File: src/sv/ltmv_pkg.sv
// Shared widths and types for the lower-triangular matrix-vector accumulate unit.
package ltmv_pkg;

  localparam int VAL_W        = 32;          // Q16.16 data
  localparam int ACC_W        = 48;          // Q32.16 accumulator
  localparam int FRAC_W       = 16;
  localparam int PROD_W       = 2 * VAL_W;   // full Q32.32 product
  localparam int IDX_W        = 6;
  localparam int SIZE_W       = 7;
  localparam int DEF_MAX_SIZE = 64;

  localparam logic [SIZE_W-1:0] SIZE_RESET = SIZE_W'(64);

  typedef logic signed [VAL_W-1:0] val_t;
  typedef logic signed [ACC_W-1:0] acc_t;

  // input beat kinds
  typedef enum logic [1:0] {K_LOAD, K_PRESET, K_MATRIX, K_READ} kind_t;

endpackage

File: src/sv/ltmv_mac.sv
// Multiply with registered product, floor to Q32.16, saturating 48-bit accumulate.
module ltmv_mac import ltmv_pkg::*; (
  input  logic clk,
  input  logic mul_en,
  input  val_t a,
  input  val_t b,
  input  acc_t acc,
  output acc_t sum
);

  logic signed [PROD_W-1:0] prod;
  logic signed [PROD_W-1:0] prod_shr;
  logic signed [ACC_W:0]    wide;

  always_ff @(posedge clk) begin
    if (mul_en) begin
      prod <= a * b;
    end
  end

  // arithmetic shift is floor; result fits in 47 bits plus sign
  assign prod_shr = prod >>> FRAC_W;
  assign wide     = $signed({acc[ACC_W-1], acc}) + $signed(prod_shr[ACC_W:0]);

  always_comb begin
    if (wide[ACC_W] != wide[ACC_W-1]) begin
      sum = wide[ACC_W] ? {1'b1, {(ACC_W-1){1'b0}}} : {1'b0, {(ACC_W-1){1'b1}}};
    end else begin
      sum = wide[ACC_W-1:0];
    end
  end

endmodule

File: config.mk
export PLATFORM = sky130hd
export DESIGN_NAME = ltmv_mac
export DESIGN_NICKNAME = d
export VERILOG_FILES = /design/src/sv/ltmv_pkg.sv /design/src/sv/ltmv_mac.sv
export SDC_FILE = /design/constraint.sdc
export NUM_CORES = 2
export LEC_CHECK = 0
export BUFFER_PORTS_ARGS = -buffer_cell sky130_fd_sc_hd__buf_2
export CAP_MARGIN = 15
export CORE_MARGIN = 2
export CORE_UTILIZATION = 55
export DETAILED_ROUTE_END_ITERATION = 10
export PLACE_DENSITY = 0.83
export SYNTH_ARGS = -nofsm -noshare
export SYNTH_HDL_FRONTEND = slang
export SYNTH_SLANG_ARGS = --single-unit
export TNS_END_PERCENT = 5
File: constraint.sdc
create_clock -name clk -period 11.1 [get_ports clk]
set_input_delay 1.11 -clock clk [delete_from_list [all_inputs] [get_ports clk]]
set_output_delay 1.11 -clock clk [all_outputs]
set_load 0.02 [all_outputs]
==> impl_metrics.env <==
export IMPL_run_status="finished clean"
export IMPL_synth_flop_cell="sky130_fd_sc_hd__edfxtp_1"
export IMPL_die_y_um=275
export IMPL_hold_crit_path_type="input port to flop"
export IMPL_required_ps=11120
export IMPL_ioPinCount=162
export IMPL_final_fill_count=6042
export IMPL_first_pass_grt_wire_length_um=168000
export IMPL_root_buffer="sky130_fd_sc_hd__clkbuf_16"
export IMPL_number_of_enable_type_register_cells_in_the_synthesized_netlist=48
export IMPL_fp_dieArea_sq_um=75500
export IMPL_min_delay_path_depth=2
export IMPL_final_hold_viol_count=0
export IMPL_seqCellArea_sq_um=1440
export IMPL_post_drt_wl_per_cell_um=19.6
export IMPL_timing_critical_path_fanout_max=32
export IMPL_drt_drc_violations_left=0
export IMPL_synth_yosys_seq_area_share=0.0357
export IMPL_globalplace_congestion=0.944
export IMPL_drv_cap=0
export IMPL_flip_flop_count_of_the_largest_register_all_copies_and_words_added=48
export IMPL_grt_overflow=0
export IMPL_cts_max_path_buffers=2
export IMPL_dr_first_iter_drc_count=2119
export IMPL_sort_of_element_at_the_start_of_the_critical_path="input port"
export IMPL_worst_ep_arrival_ps=9230
export IMPL_synth_avg_cell_area_sq_um=9.34
export IMPL_finalWirelength_um=102000
export IMPL_syn_area_sq_um=40300
export IMPL_dp_final_hpwl_um=83900
export IMPL_netlist_cell_type_count=71
export IMPL_cts_inserted_buffers=5
export IMPL_worst_pin_slew_ps=866
export IMPL_clk_transition_reported_paths_ps=60
export IMPL_area_growth_pct=3.25
export IMPL_routed_via_density=5.69
export IMPL_setup_worst_path_end_class="flop"
export IMPL_synth_seq_cells=48
export IMPL_grt_antenna_before_repair=6
export IMPL_top_cell_types_by_occurrence_after_synthesis="sky130_fd_sc_hd__fa_1 (1082), sky130_fd_sc_hd__inv_1 (969), sky130_fd_sc_hd__nand2_1 (554), sky130_fd_sc_hd__and2_1 (513), sky130_fd_sc_hd__ha_1 (228)"
export IMPL_fmax_mhz=109
export IMPL_drive_above_1_share=0.0465
export IMPL_asyncSetResetFlopFracSynth=0
export IMPL_rows=99
export IMPL_cts_tree="built"
export IMPL_hold_path_end="prod[60]"
export IMPL_setup_total_negative_slack_ps=0
export IMPL_yosys_cell_count_top_type="sky130_fd_sc_hd__fa_1"
export IMPL_reg_top3="prod: 48 flops"
export IMPL_io_buffer_count=161
export IMPL_critPathKind="input port to flop"
export IMPL_start_util=0.554
export IMPL_ys_top_cells_by_area="sky130_fd_sc_hd__fa_1 (54%), sky130_fd_sc_hd__inv_1 (9.0%), sky130_fd_sc_hd__and2_1 (8.0%)"
export IMPL_cts_hold_buffers_added=0
export IMPL_rsz0062_at_grt="false"
export IMPL_firstDrtPassIters=6
export IMPL_report_final_setup_viol=0
export IMPL_design_core_area_sq_um=72800
export IMPL_slew_viol_final=0
export IMPL_route_antenna_remaining_nets=0
export IMPL_h_tree_depth=2
export IMPL_yosysWarningCount=0
export IMPL_global_router_s_overall_resource_usage=0.284
export IMPL_clkSinkCount=48
export IMPL_yosys_area_top_type_share=0.537
export IMPL_postSynthCellCount=4317
export IMPL_synth_largest_area_cell="sky130_fd_sc_hd__fa_1"
export IMPL_regMostFlops="prod"
export IMPL_fin_crit_ps=9210
export IMPL_via_count=29687
export IMPL_hp_start="mul_en"
export IMPL_post_cts_resize_count=0
export IMPL_synthesis_nets=5741
export IMPL_grt_start_max_net_pins=49
export IMPL_multiInputGateArea_sq_um=34300
export IMPL_finalCritPeriodShare=0.830
export IMPL_final_net_count=5683
export IMPL_slew_headroom=0.423
export IMPL_cts_setup_buffers=0
export IMPL_die_w_um=275
export IMPL_first_global_vias=32719
layer usage:
layer / global-route usage / up-vias / share of wire
li1: - / 12642 / -
met1: 0.329 / 15156 / 0.34
met2: 0.490 / 1391 / 0.51
met3: 0.0384 / 490 / 0.067
met4: 0.196 / 8 / 0.084
met5: 0 / - / 0.00040
worst max path at each step:
stage                     startpoint  slack, ps  endpoint  depth (start not counted)
after global placement          b[5]       1780  prod[57]                         25
after CTS                       b[5]       1960  prod[63]                         26
final                           b[5]       1890  prod[63]                         26
after global routing            b[5]       1470  prod[63]                         26
after floorplan                 b[2]       2550  prod[62]                         25
after detailed placement        b[5]       1690  prod[63]                         26
metrics by stage:
step / cell area (sq um) / util / setup slack, ps / std cells / hold slack (ps)
after global routing: 41600 / 0.572 / 1470 / 5219 / 1480
final: 41600 / 0.572 / 1890 / 5220 / 1450
after detailed placement: 41500 / 0.569 / 1690 / 5211 / 1760
after CTS: 41600 / 0.572 / 1960 / 5218 / 1460
after global placement: 41500 / 0.569 / 1780 / 5211 / 1750
after floorplan: 40300 / - / 2550 / 4317 / 1220
area by class of cell:
class | instances | share of cell area
clock inverter | 2 | 0.00144
sequential | 48 | 0.0346
inverter | 969 | 0.0873
tap | 959 | 0.0288
antenna | 2 | 0.000120
timing repair buffer | 169 | 0.0208
clock buffer | 5 | 0.00300
multi-input combinational | 3066 | 0.824
layout by cell type (no fill, tap or decap), drive strengths merged, types with 11 or more instances in the layout:
cell type,netlist,layout
xnor2,63,63
xor2,39,39
edfxtp,48,48
a31oi,12,12
a21o,58,58
nand3,26,26
a211oi,14,14
a21oi,122,122
inv,969,969
o21bai,18,18
ha,228,228
buf,20,169
fa,1082,1082
nand4,28,28
nand2b,13,13
nor2,73,73
nand2,555,555
o21ai,91,91
nor3,11,11
o31ai,11,11
and2,514,514
cell families after synthesis:
logic type	Yosys count	share of synthesized area
xor gates and xnor gates	102	0.0226
AOI/OAI and AO/OA	389	0.0626
buffers and inverters	1203	0.114
adders and majority gates	1314	0.609
DFF	48	0.0357
and+or+nand+nor	1261	0.157
worst max-delay path, stage by stage:
cell,delay [ps]
sky130_fd_sc_hd__buf_2,520
sky130_fd_sc_hd__nand2_1,260
sky130_fd_sc_hd__inv_1,150
sky130_fd_sc_hd__fa_1,410
sky130_fd_sc_hd__inv_1,250
sky130_fd_sc_hd__fa_1,460
sky130_fd_sc_hd__inv_1,220
sky130_fd_sc_hd__fa_1,500
sky130_fd_sc_hd__inv_1,90
sky130_fd_sc_hd__fa_1,530
sky130_fd_sc_hd__inv_1,570
sky130_fd_sc_hd__fa_1,570
sky130_fd_sc_hd__fa_1,570
sky130_fd_sc_hd__inv_1,60
sky130_fd_sc_hd__fa_1,480
sky130_fd_sc_hd__inv_1,60
sky130_fd_sc_hd__fa_1,460
sky130_fd_sc_hd__ha_1,360
sky130_fd_sc_hd__inv_1,140
sky130_fd_sc_hd__o31ai_1,550
sky130_fd_sc_hd__o21bai_1,210
sky130_fd_sc_hd__a21oi_1,90
sky130_fd_sc_hd__o21ai_0,180
sky130_fd_sc_hd__a21o_1,140
sky130_fd_sc_hd__a221oi_1,90
sky130_fd_sc_hd__xnor2_1,170
Power is not shown: default switching activity piles up to over one toggle a cycle in this logic, so the estimate is an artifact.
